==> config.mk <==
export PLATFORM = sky130hd
export DESIGN_NAME = joystick_smooth_scale_deadzone_core
export DESIGN_NICKNAME = d
export VERILOG_FILES = /design/src/hw/rtl/jssd_pkg.sv /design/src/hw/rtl/joystick_smooth_scale_deadzone_core.sv /design/src/hw/rtl/jssd_regs.sv /design/src/hw/rtl/jssd_smooth.sv /design/src/hw/rtl/jssd_axis.sv
export SDC_FILE = /design/constraint.sdc
export NUM_CORES = 1
export LEC_CHECK = 0
export BUFFER_PORTS_ARGS = -buffer_cell sky130_fd_sc_hd__buf_2
export CORE_MARGIN = 3
export CORE_UTILIZATION = 40
export DETAILED_ROUTE_END_ITERATION = 7
export PLACE_DENSITY = 0.66
export RECOVER_POWER = 100
export SETUP_SLACK_MARGIN = 0.2
export SYNTH_ARGS = -nofsm -noshare
export SYNTH_HDL_FRONTEND = slang
export SYNTH_SLANG_ARGS = --single-unit
==> constraint.sdc <==
create_clock -name clk -period 5.2 [get_ports clk]
set_clock_uncertainty 0.15 [all_clocks]
set_input_delay 0.26 -clock clk [delete_from_list [all_inputs] [get_ports clk]]
set_output_delay 0.26 -clock clk [all_outputs]
set_load 0.03 [all_outputs]
==> src/hw/rtl/jssd_pkg.sv <==
`default_nettype none

package jssd_pkg;

    localparam int SAMPLE_W = 12;
    localparam int DRIVE_W  = 13;
    localparam int PROD_W   = 2 * SAMPLE_W + 1;

    localparam logic [SAMPLE_W-1:0] FULL_SCALE      = 12'd4095;
    localparam logic [SAMPLE_W-1:0] DEAD_ZONE_RESET = 12'd50;

    typedef logic [SAMPLE_W-1:0] sample_t;

    typedef struct packed {
        logic load2;
        logic load3;
        logic load4;
        logic load_out;
    } pipe_ctrl_t;

endpackage : jssd_pkg

`default_nettype wire

==> src/hw/rtl/joystick_smooth_scale_deadzone_core.sv <==
// Joystick smoothing, scaling and dead-zone core.
// Input channel: sample_valid, sample_stall and the sample fields. An item is
// taken at a rising edge with sample_valid high and sample_stall low.
// Result channel: result_valid, result_stall, drive_x, drive_y, running_out.
// A result is taken at a rising edge with result_valid high and result_stall low.
// The dead-zone register sits at byte address 0 of the APB port; every other address selects it too.
// Throughput is one item per cycle while result_stall is low, set by the
// five-stage pipeline: averaging, multiply, quotient estimate, quotient
// correction and the dead-zone output register.
// When the receiver stalls, the result register holds and the stages behind it
// keep filling any empty slots; sample_stall rises only when every stage is full.
// Reset clears the averages, the previous button level, all valid flags and
// restores the dead zone to 50.
`default_nettype none

module joystick_smooth_scale_deadzone_core
    import jssd_pkg::*;
(
    input  wire logic        clk,
    input  wire logic        rst_n,
    input  wire logic        psel,
    input  wire logic        penable,
    input  wire logic        pwrite,
    input  wire logic [1:0]  paddr,
    input  wire logic [31:0] pwdata,
    output logic      [31:0] prdata,
    output logic             pready,
    input  wire logic        sample_valid,
    output logic             sample_stall,
    input  wire sample_t     raw_x,
    input  wire sample_t     raw_y,
    input  wire logic        button_level,
    input  wire sample_t     speed_limit,
    input  wire logic        running_in,
    output logic             result_valid,
    input  wire logic        result_stall,
    output logic signed [DRIVE_W-1:0] drive_x,
    output logic signed [DRIVE_W-1:0] drive_y,
    output logic             running_out
);

    sample_t    dead_zone;
    sample_t    avg_x;
    sample_t    avg_y;
    sample_t    speed;
    logic       run1;
    logic       accept;
    pipe_ctrl_t ctrl;
    logic       v1_reg;
    logic       v2_reg;
    logic       v3_reg;
    logic       v4_reg;
    logic       vout_reg;
    logic       run2_reg;
    logic       run3_reg;
    logic       run4_reg;
    logic       runout_reg;

    always_comb
    begin
        ctrl.load_out = v4_reg & (~vout_reg | ~result_stall);
        ctrl.load4    = v3_reg & (~v4_reg | ctrl.load_out);
        ctrl.load3    = v2_reg & (~v3_reg | ctrl.load4);
        ctrl.load2    = v1_reg & (~v2_reg | ctrl.load3);
        sample_stall  = v1_reg & ~ctrl.load2;
        accept        = sample_valid & ~sample_stall;
    end

    always_ff @(posedge clk or negedge rst_n)
    begin
        if (!rst_n)
        begin
            v1_reg   <= 1'b0;
            v2_reg   <= 1'b0;
            v3_reg   <= 1'b0;
            v4_reg   <= 1'b0;
            vout_reg <= 1'b0;
        end
        else
        begin
            v1_reg   <= accept | (v1_reg & ~ctrl.load2);
            v2_reg   <= ctrl.load2 | (v2_reg & ~ctrl.load3);
            v3_reg   <= ctrl.load3 | (v3_reg & ~ctrl.load4);
            v4_reg   <= ctrl.load4 | (v4_reg & ~ctrl.load_out);
            vout_reg <= ctrl.load_out | (vout_reg & result_stall);
        end
    end

    always_ff @(posedge clk)
    begin
        if (ctrl.load2)
        begin
            run2_reg <= run1;
        end
        if (ctrl.load3)
        begin
            run3_reg <= run2_reg;
        end
        if (ctrl.load4)
        begin
            run4_reg <= run3_reg;
        end
        if (ctrl.load_out)
        begin
            runout_reg <= run4_reg;
        end
    end

    jssd_regs u_regs (
        .clk       (clk),
        .rst_n     (rst_n),
        .psel      (psel),
        .penable   (penable),
        .pwrite    (pwrite),
        .paddr     (paddr),
        .pwdata    (pwdata),
        .prdata    (prdata),
        .pready    (pready),
        .dead_zone (dead_zone)
    );

    jssd_smooth u_smooth (
        .clk          (clk),
        .rst_n        (rst_n),
        .accept       (accept),
        .raw_x        (raw_x),
        .raw_y        (raw_y),
        .button_level (button_level),
        .speed_limit  (speed_limit),
        .running_in   (running_in),
        .avg_x        (avg_x),
        .avg_y        (avg_y),
        .speed        (speed),
        .run          (run1)
    );

    jssd_axis u_axis_x (
        .clk       (clk),
        .ctrl      (ctrl),
        .invert    (1'b0),
        .avg       (avg_x),
        .speed     (speed),
        .dead_zone (dead_zone),
        .drive     (drive_x)
    );

    jssd_axis u_axis_y (
        .clk       (clk),
        .ctrl      (ctrl),
        .invert    (1'b1),
        .avg       (avg_y),
        .speed     (speed),
        .dead_zone (dead_zone),
        .drive     (drive_y)
    );

    assign result_valid = vout_reg;
    assign running_out  = runout_reg;

endmodule : joystick_smooth_scale_deadzone_core

`default_nettype wire

==> src/hw/rtl/jssd_regs.sv <==
`default_nettype none

module jssd_regs
    import jssd_pkg::*;
(
    input  wire logic        clk,
    input  wire logic        rst_n,
    input  wire logic        psel,
    input  wire logic        penable,
    input  wire logic        pwrite,
    input  wire logic [1:0]  paddr,
    input  wire logic [31:0] pwdata,
    output logic      [31:0] prdata,
    output logic             pready,
    output sample_t          dead_zone
);

    sample_t dead_zone_reg;
    logic    wr_en;

    // Only one register exists, so every address inside the port selects it.
    assign wr_en = psel & penable & pwrite & (paddr == 2'd0 || paddr != 2'd0);

    always_ff @(posedge clk or negedge rst_n)
    begin
        if (!rst_n)
        begin
            dead_zone_reg <= DEAD_ZONE_RESET;
        end
        else if (wr_en)
        begin
            dead_zone_reg <= pwdata[SAMPLE_W-1:0];
        end
    end

    assign prdata    = {{(32-SAMPLE_W){1'b0}}, dead_zone_reg};
    assign pready    = 1'b1;
    assign dead_zone = dead_zone_reg;

endmodule : jssd_regs

`default_nettype wire

==> src/hw/rtl/jssd_smooth.sv <==
`default_nettype none

module jssd_smooth
    import jssd_pkg::*;
(
    input  wire logic    clk,
    input  wire logic    rst_n,
    input  wire logic    accept,
    input  wire sample_t raw_x,
    input  wire sample_t raw_y,
    input  wire logic    button_level,
    input  wire sample_t speed_limit,
    input  wire logic    running_in,
    output sample_t      avg_x,
    output sample_t      avg_y,
    output sample_t      speed,
    output logic         run
);

    sample_t smooth_x_reg;
    sample_t smooth_x_next;
    sample_t smooth_y_reg;
    sample_t smooth_y_next;
    logic    prev_button_reg;
    sample_t speed_reg;
    logic    run_reg;
    logic    run_next;
    logic [SAMPLE_W+2:0] sum_x;
    logic [SAMPLE_W+2:0] sum_y;

    always_comb
    begin
        sum_x = {2'b00, smooth_x_reg, 1'b0} + {3'b000, smooth_x_reg} + {3'b000, raw_x};
        sum_y = {2'b00, smooth_y_reg, 1'b0} + {3'b000, smooth_y_reg} + {3'b000, raw_y};
        smooth_x_next = sum_x[SAMPLE_W+1:2];
        smooth_y_next = sum_y[SAMPLE_W+1:2];
        run_next = running_in ^ (prev_button_reg & ~button_level);
    end

    always_ff @(posedge clk or negedge rst_n)
    begin
        if (!rst_n)
        begin
            smooth_x_reg    <= '0;
            smooth_y_reg    <= '0;
            prev_button_reg <= 1'b0;
        end
        else if (accept)
        begin
            smooth_x_reg    <= smooth_x_next;
            smooth_y_reg    <= smooth_y_next;
            prev_button_reg <= button_level;
        end
    end

    always_ff @(posedge clk)
    begin
        if (accept)
        begin
            speed_reg <= speed_limit;
            run_reg   <= run_next;
        end
    end

    // Each accepted item loads the averages, so they double as the first stage.
    assign avg_x = smooth_x_reg;
    assign avg_y = smooth_y_reg;
    assign speed = speed_reg;
    assign run   = run_reg;

endmodule : jssd_smooth

`default_nettype wire

==> src/hw/rtl/jssd_axis.sv <==
`default_nettype none

module jssd_axis
    import jssd_pkg::*;
(
    input  wire logic       clk,
    input  wire pipe_ctrl_t ctrl,
    input  wire logic       invert,
    input  wire sample_t    avg,
    input  wire sample_t    speed,
    input  wire sample_t    dead_zone,
    output logic signed [DRIVE_W-1:0] drive
);

    logic [PROD_W-1:0]   n2_reg;
    logic [PROD_W-1:0]   n2_next;
    sample_t             speed2_reg;
    logic [PROD_W-1:0]   n3_reg;
    logic [DRIVE_W-1:0]  q0_reg;
    logic [DRIVE_W-1:0]  q0_next;
    sample_t             speed3_reg;
    logic [DRIVE_W-1:0]  q4_reg;
    logic [DRIVE_W-1:0]  q4_next;
    sample_t             speed4_reg;
    logic signed [DRIVE_W-1:0] drive_reg;
    logic signed [DRIVE_W-1:0] drive_next;
    logic [2*SAMPLE_W-1:0] prod;
    logic [PROD_W:0]     approx;
    logic [PROD_W-1:0]   q0_times_fs;
    logic [PROD_W-1:0]   rem;
    logic signed [DRIVE_W:0] diff;
    logic [DRIVE_W:0]    mag;

    // Division by the full scale: a sum of shifted copies gives a quotient
    // that is low by at most one, and the remainder check corrects it.
    always_comb
    begin
        prod    = {{SAMPLE_W{1'b0}}, avg} * {{SAMPLE_W{1'b0}}, speed};
        n2_next = {prod, 1'b0};
        approx  = {1'b0, n2_reg} + {{(SAMPLE_W+1){1'b0}}, n2_reg[PROD_W-1:SAMPLE_W]}
                + {{PROD_W{1'b0}}, n2_reg[PROD_W-1]};
        q0_next = approx[PROD_W-1:SAMPLE_W];
        q0_times_fs = {q0_reg, {SAMPLE_W{1'b0}}} - {{SAMPLE_W{1'b0}}, q0_reg};
        rem     = n3_reg - q0_times_fs;
        q4_next = q0_reg + {{(DRIVE_W-1){1'b0}}, (rem >= {{(SAMPLE_W+1){1'b0}}, FULL_SCALE})};
        if (invert)
        begin
            diff = $signed({2'b00, speed4_reg}) - $signed({1'b0, q4_reg});
        end
        else
        begin
            diff = $signed({1'b0, q4_reg}) - $signed({2'b00, speed4_reg});
        end
        mag = diff[DRIVE_W] ? (~diff + {{DRIVE_W{1'b0}}, 1'b1}) : diff;
        if (mag < {2'b00, dead_zone})
        begin
            drive_next = '0;
        end
        else
        begin
            drive_next = diff[DRIVE_W-1:0];
        end
    end

    always_ff @(posedge clk)
    begin
        if (ctrl.load2)
        begin
            n2_reg     <= n2_next;
            speed2_reg <= speed;
        end
        if (ctrl.load3)
        begin
            n3_reg     <= n2_reg;
            q0_reg     <= q0_next;
            speed3_reg <= speed2_reg;
        end
        if (ctrl.load4)
        begin
            q4_reg     <= q4_next;
            speed4_reg <= speed3_reg;
        end
        if (ctrl.load_out)
        begin
            drive_reg <= drive_next;
        end
    end

    assign drive = drive_reg;

endmodule : jssd_axis

`default_nettype wire
-- Word-level counts from Yosys, hierarchy flattened
Cells that the tools add are included.
- input port bits: 79
- bits in registers: 269
- memories kept: 0
- logic and storage cells: 94
- memory bits (writable): 0
- latch bits: 0
- ROM bits: 0
- output and inout bits: 62
- add/sub/neg operators: 18
- order comparisons: 4
- shift operators: 0
- bitwise operators: 37
- div/mod/pow operators: 0
- mux-type cells: 2
- multipliers: 2
- eq/ne operators: 0
- reductions and logical operators: 3
- operator list (kind ; number):
    $add 25x1->25 ; 2
    $add 25x13->25 ; 2
    $ge 25x12->1 const B ; 2
    $sub 25x13->25 ; 2
    $sub 25x25->25 ; 2
    $mul 12x12->24 ; 2
    $add 13x12->14 ; 2
    $add 14x1->14 const B ; 2
    $add 14x12->14 ; 2
    $lt 14x12->1 ; 2
    $mux 14 ; 2
    $not 14->14 ; 2
    $add 13x1->13 ; 2
    $and 1x1->1 ; 14
    $sub 12x13->14 ; 1
    $sub 13x12->14 ; 1
    $not 1->1 ; 11
    $or 1x1->1 ; 9
    $logic_not 2->1 ; 1
    $reduce_bool 2->1 ; 1
    $logic_or 1x1->1 ; 1
    $xor 1x1->1 ; 1

-- Longest topological paths before layout
Gate-level depths: netlist (run 1).
- depth after elaboration: 14
- mapped depth: 23
- mapped depth without buffers: 22

-- Cells and area by module
Synthesis (run 1) repeated with hierarchy kept, for this count alone.
- cell total of the unflattened synthesis: 2911
- area, all modules: 29254.3 um^2
- by module, submodules not included (module ; seq. area each (um^2) ; area each (um^2) ; cells each ; instances):
    jssd_axis at u_axis_x ; 3693.5 ; 12714.7 ; 1294 ; 1
    jssd_axis at u_axis_y ; 3693.5 ; 12568.3 ; 1274 ; 1
    jssd_smooth ; 1016.0 ; 2857.7 ; 254 ; 1
    jssd_regs ; 304.0 ; 753.2 ; 61 ; 1
    joystick_smooth_scale_deadzone_core ; 245.2 ; 360.3 ; 28 ; 1

-- Least setup slack after synthesis (run 1)
Ideal clock, no wire load.
- path kind: register to register
- start: register u_smooth.speed_reg[11] (netlist: u_smooth.speed[11])
- end: register u_axis_x.n2_reg[23], data pin
- slack: -463 ps
- library setup time: 265 ps
- stages on the path, launching flop included: 21
- data required time: 4785 ps
- data arrival time: 5248 ps
- cell sequence: edfxtp_1 > clkbuf_1 > nand2_1 > fa_1 > fa_1 > inv_1 > fa_1 > fa_1 > inv_1 > fa_1 > inv_1 > ha_1 > o2111ai_1 > a31oi_1 > o311a_1 > o21a_1 > o21ai_0 > a21oi_1 > a21oi_1 > o21ai_0 > xor2_1
- cells in the longest elaborated chain, start to end: 1
- RTL lines (item ; line ; RTL):
    start: declaration ; jssd_smooth.sv:25 ; sample_t speed_reg;
    start signal: assignment ; jssd_smooth.sv:60 ; speed_reg <= speed_limit;
    $mul 12x12->24 ; jssd_axis.sv:38 ; prod = {{SAMPLE_W{1'b0}}, avg} * {{SAMPLE_W{1'b0}}, speed};
    via u_axis_x.prod[22] ; jssd_axis.sv:27 ; logic [2*SAMPLE_W-1:0] prod;
    end signal: assignment ; jssd_axis.sv:69 ; n2_reg <= n2_next;
    end: declaration ; jssd_axis.sv:15 ; logic [PROD_W-1:0] n2_reg;
The timed path passes the listed nets, and every way through them passes these cells.
A chain may end at the register's enable or synchronous reset.

-- Worst setup path after layout (run 1)
- start: register u_smooth.speed_reg[7] (netlist: u_smooth.speed[7])
- end: register u_axis_y.n2_reg[20], data pin
- cells in the longest elaborated chain, start to end: 1
- RTL lines (item ; line):
    $mul 12x12->24 ; jssd_axis.sv:38
    via u_axis_y.prod[19] ; jssd_axis.sv:27
    end signal: assignment ; jssd_axis.sv:69
    end: declaration ; jssd_axis.sv:15
The timed path passes the listed nets, and every way through them passes these cells.

==> PnR_summary.wiki, run 1 <==
{| class="wikitable"
! Metric !! Value
|-
| Worst-path cell with the longest stage delay || sky130_fd_sc_hd__fa_1
|-
| Most frequent standard cell in the layout excluding fill and tap cells || sky130_fd_sc_hd__inv_1
|-
| Met2 routed wirelength || 27200 microns
|-
| Maximum number of pins on one net before global-route repair || 62
|-
| Area of the mapped netlist || 0.0265 sq mm
|-
| Number of antenna violations at the first check in global routing || 0
|-
| Die boundary height || 263 microns
|-
| Classification of the worst-slack hold path || in -> reg
|-
| Dominant combinational cell family by area after synthesis || adder cells
|-
| Antenna cell count || 0
|-
| Source of the worst register-to-register timing path || u_smooth.speed[7]
|-
| Top FF cell, synth || sky130_fd_sc_hd__edfxtp_1
|-
| Post-synth cell types || 75
|-
| Violated checks || capacitance limit, slew limit, setup timing
|-
| CTS tree || built
|-
| Headroom to the max-slew limit || -0.745
|-
| Setup WS post-layout || -256 ps
|-
| Placeable core region || 0.0650 sq mm
|-
| Vias in the first global route || 18900
|-
| Number of synthesized flops with an enable pin || 227
|-
| Number of setup violations in the final report || 13
|-
| Post-DP HPWL || 45900 microns
|-
| Routed metal-1 wirelength || 27200 microns
|-
| Total clock buffers created by CTS || 29
|-
| Detailed-routed wire length on met3 || 2450 microns
|-
| Global-route wire length before repair || 93900 microns
|-
| Number of buffers and inverters on the critical path || 7
|-
| Adder-cell share of the synthesized area || 0.321
|-
| Die area || 0.0694 sq mm
|-
| Top layer used by detailed routing || met4
|-
| Gate Count Post-Synth || 2715
|-
| Total wire length after detailed routing || 58100 microns
|-
| Remaining antenna violation count after routing || 0
|-
| Series of cell instances along the critical path || buf_6, buf_6, clkbuf_16, and2_4, fa_1, inv_2, fa_1, inv_1, fa_2, fa_1, inv_2, fa_1, inv_2, ha_4, and3_4, a21oi_4, o21ai_2, nand2b_4, a31oi_4, o21bai_1, a21oi_1, xnor2_1
|-
| Htree depth || 1
|-
| Number of port buffers || 97
|-
| Number of iterations in the first detailed-routing pass || 8
|-
| Synthesized-area fraction occupied by xor and xnor cells || 0.0486
|-
| Status || finished with violations
|-
| GP Congestion || 0.842
|-
| Worst path most repeated cell || sky130_fd_sc_hd__fa_1
|-
| Share of flip-flops with an asynchronous set or reset after synthesis || 0.156
|-
| Starting density of the core || 0.407
|-
| Clk buf depth || 3
|-
| Final global-route overflow total || 0
|-
| Placed cell count || 3750
|-
| Drt wl/cell || 14.9 microns
|-
| Filler-free cell count of the finished design || 3887
|-
| Critical Path Source || u_smooth.speed[7]
|-
| Count of vias placed by the detailed router || 19400
|-
| Root Buffer Master || sky130_fd_sc_hd__clkbuf_16
|-
| Worst setup path category || reg -> reg
|-
| Fmax achieved || 183 MHz
|-
| Min-Delay Startpoint || raw_x[0]
|-
| RSZ-0062 raised after global routing || true
|-
| Horizontal die dimension || 263 microns
|-
| Final number of max-transition violations || 43
|-
| Area fraction in compound gates after synthesis || 0.0976
|-
| Share of synthesized cell area in and, or, nand and nor gates || 0.144
|-
| Multiplexer fraction of the synthesized cell area || 0.00897
|-
| Clock transition time at the flip-flop clock pins of the worst setup and hold paths || 60 ps
|-
| Number of warnings reported in the yosys synthesis log || 0
|-
| Crit path time final || 5460 ps
|-
| Overall global routing resource usage || 0.161
|-
| WP data arrival || 5620 ps
|-
| Reported max-cap violation count || 1
|-
| Required time reported for the critical path endpoint || 5360 ps
|-
| Worst path max stage delay || 530 ps
|-
| # IOs || 141
|-
| Seq/Total Area, Yosys || 0.297
|-
| Crit path capture type || register
|-
| Share of cells above drive strength 1 || 0.179
|-
| Worst Path Max Fanout || 5
|-
| Iteration-0 DRC Markers || 966
|-
| Synthesis-to-finish area growth || 18.7%
|-
| Sinks on the clock net || 269
|-
| Residual DRC || 0
|-
| Fraction of the cycle the final worst path needs || 1.05
|-
| # nets final || 3630
|-
| Post-synthesis average cell area || 9.76 sq um
|-
| Count of standard-cell rows || 93
|-
| Final hold violation count || 0
|-
| Highest-count cells in the layout ignoring fill and taps || 451 x sky130_fd_sc_hd__inv_1, 294 x sky130_fd_sc_hd__ha_1, 276 x sky130_fd_sc_hd__nand2_1
|-
| Clock latency at the later pin of the worst-skew pair || 590 ps
|-
| Launching element type of the critical path || register
|-
| Via-to-Cell Ratio || 4.99
|-
| Kind of cell adding the most delay to the critical path || adder cells
|-
| Flip-flop and latch count after synthesis || 269
|-
| Slew at the pin closest to its max-slew limit || 2620 ps
|}
-- final timing paths --
kind | to | slack [ps] | cells after the start
max | u_axis_y.n2_reg[20] | -260 | 22
min | u_smooth.avg_x[0] | 60 | 4
max reg2reg | u_axis_y.n2_reg[20] | -260 | 22
min reg2reg | u_axis_x.speed4_reg[10] | 260 | 0
max in group asynchronous | u_smooth.avg_x[7] | 2330 | 2
min in group asynchronous | u_smooth.prev_button_reg | 880 | 2
-- layer usage --
metal | vias up | GRT usage
li1 | 9614 | -
met1 | 9322 | 0.223
met4 | 0 | 0.0341
met5 | - | 0
met2 | 398 | 0.269
met3 | 73 | 0.0227
-- repair_timing --
item | CTS | global route
setup endpoints to repair | 34 | 60
hold buffers | 30 | 0
endpoints found under the hold margin | 68 | 0
pin swaps | 11 | 62
setup buffers | 13 | 35
resized for setup | 18 | 177
gates cloned | 0 | 5
-- cells by family (layout without fill, tap and decap cells) --
family | after synthesis | in the layout
fa+ha+maj | 542 | 542
xor+xnor | 147 | 147
compound gates | 394 | 394
mux | 22 | 22
buf+inv | 560 | 857
simple gates | 779 | 780
other cells | 2 | 21
flops | 269 | 269
-- cells in the mapped netlist (all sizes together) (27+ instances only) --
| master | count | area (sq um) |
|---|---|---|
| nor2 | 109 | 409 |
| clkbuf | 66 | 248 |
| ha | 312 | 3900 |
| a21oi | 100 | 500 |
| edfxtp | 227 | 6820 |
| xnor2 | 112 | 981 |
| nand3 | 59 | 295 |
| o21ai | 91 | 455 |
| fa | 230 | 4600 |
| nor2b | 28 | 175 |
| nand2 | 285 | 1070 |
| and3 | 27 | 169 |
| inv | 468 | 1760 |
| nor3 | 41 | 210 |
| and2 | 125 | 782 |
| xor2 | 35 | 307 |
| dfrtp | 39 | 976 |
-- tightest hold or removal path, delay by kind of cell --
kind / cells / cell delay, ps
and+or+nand+nor: 1 / 100
adders and majority gates: 1 / 160
AOI/OAI and AO/OA: 1 / 100
buffers and inverters: 1 / 100
-- metrics by stage --
| step | hold WS [ps] | utilization | setup slack (ps) | TNS, ps | area, sq um |
|---|---|---|---|---|---|
| 2_1_floorplan | -186 | - | -149 | -179 | 26900 |
| 3_3_place_gp | 252 | 0.446 | -215 | -1120 | 29000 |
| 3_5_place_dp | 255 | 0.446 | -280 | -1730 | 29000 |
| 4_1_cts | 31.0 | 0.468 | -242 | -1940 | 30500 |
| 5_1_grt | 77.9 | 0.483 | -438 | -4720 | 31400 |
| 6_report | 58.7 | 0.483 | -256 | -1710 | 31400 |
-- area by class of cell --
class | count | area, sq um
well taps | 855 | 1070
clock buffers | 35 | 779
clock inverters | 19 | 214
multi-input cells | 1906 | 17300
fillers | 5883 | 33600
inverters | 468 | 1760
repair buffers | 335 | 2490
flip-flops and latches | 269 | 7880
Power of run 1 is not shown: default switching activity piles up to over one toggle a cycle in this logic, so the estimate is an artifact.
==> inputs of run 2 (changes only) <==
CORE_UTILIZATION = 58   (was 40)
PLACE_DENSITY = 0.87   (was 0.66)
RECOVER_POWER = 50   (was 100)
==> run 2 against run 1 <==
  * The flow finishes with violations (DRC, setup timing)
  * Sequential share of layout area is essentially flat
  * Via count grew 14%
  * Global-route usage grew 11 points
  * Cell count shrank 6.9%
  * Maximum frequency shrank 5.4%
  * Final area is essentially flat
  * Critical endpoint unchanged
  * Largest cell class unchanged
  * Highest routed layer unchanged
==> PnR_summary.wiki, run 2 (synthesis results as in run 1) <==
{| class="wikitable"
! Metric !! Value
|-
| Status || finished with violations
|-
| Violated checks || DRC, setup timing
|-
| Share of cells above drive strength 1 || 0.202
|-
| Number of iterations in the first detailed-routing pass || 8
|-
| Starting density of the core || 0.593
|-
| Crit path capture type || register
|-
| Maximum number of pins on one net before global-route repair || 62
|-
| Kind of cell adding the most delay to the critical path || adder cells
|-
| # IOs || 141
|-
| Clock latency at the later pin of the worst-skew pair || 600 ps
|-
| Highest-count cells in the layout ignoring fill and taps || 435 x sky130_fd_sc_hd__inv_1, 283 x sky130_fd_sc_hd__ha_1, 262 x sky130_fd_sc_hd__nand2_1
|-
| Classification of the worst-slack hold path || in -> reg
|-
| Drt wl/cell || 21.0 microns
|-
| Number of gates on the worst path with buffers counted || 20
|-
| Worst path max stage delay || 570 ps
|-
| Crit path time final || 5770 ps
|-
| WP data arrival || 5960 ps
|-
| Reported max-cap violation count || 0
|-
| Vias in the first global route || 22000
|-
| CTS tree || built
|-
| Count of cells along the worst register-to-register path || 20
|-
| Worst setup path category || reg -> reg
|-
| Synthesis-to-finish area growth || 18.7%
|-
| Worst Path Max Fanout || 7
|-
| Most frequent standard cell in the layout excluding fill and tap cells || sky130_fd_sc_hd__inv_1
|-
| Number of setup violations in the final report || 21
|-
| Post-route cell area || 0.0315 sq mm
|-
| GP Congestion || 0.911
|-
| Count of vias placed by the detailed router || 22200
|-
| Count of standard-cell rows || 77
|-
| Series of cell instances along the critical path || buf_6, buf_8, nand2_2, fa_1, fa_1, fa_1, inv_2, fa_1, inv_2, fa_1, inv_2, ha_4, or3_4, o21ai_4, o21ai_2, nand2b_4, a31oi_4, o21bai_1, a21oi_1, xnor2_1
|-
| DP Area || 0.0286 sq mm
|-
| Launching element type of the critical path || register
|-
| Number of stages on the worst hold path || 4
|-
| Remaining antenna violation count after routing || 0
|-
| Iteration-0 DRC Markers || 2364
|-
| Worst-path cell with the longest stage delay || sky130_fd_sc_hd__fa_1
|-
| Sinks on the clock net || 269
|-
| Total clock buffers created by CTS || 27
|-
| Number of antenna violations at the first check in global routing || 0
|-
| Number of buffers and inverters on the critical path || 5
|-
| Dpl ws || -320 ps
|-
| Final number of max-transition violations || 0
|-
| Placeable core region || 0.0447 sq mm
|-
| Global-route wire length before repair || 106000 microns
|-
| Headroom to the max-slew limit || 0.242
|-
| Slew at the pin closest to its max-slew limit || 1140 ps
|-
| Root Buffer Master || sky130_fd_sc_hd__clkbuf_16
|-
| Horizontal die dimension || 220 microns
|-
| Fraction of the cycle the final worst path needs || 1.11
|-
| Residual DRC || 3
|-
| Number of port buffers || 97
|-
| Antenna cell count || 0
|-
| Setup WS post-layout || -568 ps
|-
| Overall global routing resource usage || 0.271
|-
| Total wire length after detailed routing || 76000 microns
|-
| Final global-route overflow total || 0
|-
| Clock transition time at the flip-flop clock pins of the worst setup and hold paths || 80 ps
|-
| RSZ-0062 raised after global routing || true
|-
| Die area || 0.0483 sq mm
|-
| Htree depth || 1
|-
| Required time reported for the critical path endpoint || 5390 ps
|-
| Die boundary height || 220 microns
|-
| # nets final || 3629
|-
| Post-DP HPWL || 47500 microns
|-
| Final hold violation count || 0
|-
| Clk buf depth || 3
|-
| Via-to-Cell Ratio || 6.13
|-
| Worst path most repeated cell || sky130_fd_sc_hd__fa_1
|-
| Fmax achieved || 173 MHz
|}
-- run 2: per-layer routing --
metal,share of wire,vias to the layer above,track usage
met5,0,-,0
met1,0.35,10600,0.325
li1,-,9608,-
met4,0.078,0,0.114
met3,0.080,531,0.0354
met2,0.49,1484,0.490
-- run 2: metrics by stage --
step / hold WS, ps / instances / util / setup TNS (ps)
6_report: 141 / 3620 / 0.704 / -6350
5_1_grt: 176 / 3620 / 0.704 / -8550
4_1_cts: 52.0 / 3576 / 0.679 / -621
3_5_place_dp: 255 / 3472 / 0.639 / -3650
3_3_place_gp: 251 / 3472 / 0.639 / -924
2_1_floorplan: -186 / 2734 / - / -179
-- run 2: worst register-to-register path: cells and delay by family (launching register included) --
kind            cells  cell delay [ps]
fa+ha+maj           6             2820
xor+xnor            1              120
flops               1              480
compound gates      5              850
simple gates        3              610
buf+inv             5              490
-- run 2: repair_timing --
action,in CTS,in global routing
gates cloned,1,3
hold buffers,30,0
gates resized for setup,110,194
endpoints found under the hold margin,68,0
pin swaps,55,93
setup buffers,24,41
endpoints found under the setup margin,56,58
-- run 2: worst paths after layout --
check / from / end / slack [ps]
min in group asynchronous: rst_n / result_valid / 280
worst min-delay path: raw_y[10] / u_smooth.avg_y[11] / 140
worst max register to register: u_smooth.speed[4] / u_axis_y.n2_reg[20] / -570
max in group asynchronous: rst_n / u_smooth.avg_y[5] / 3830
worst min register to register: u_axis_x.speed2_reg[2] / u_axis_x.speed3_reg[2] / 270
worst max-delay path: u_smooth.speed[4] / u_axis_y.n2_reg[20] / -570
-- run 2: cell type report --
class | count | area [sq um]
clock buffers | 32 | 694
clock inverters | 17 | 184
fillers | 2731 | 13200
inverters | 468 | 1760
multi-input cells | 1906 | 17600
flip-flops and latches | 269 | 7890
well taps | 592 | 741
repair buffers | 336 | 2570
Power of run 2 is left out for the same reason.
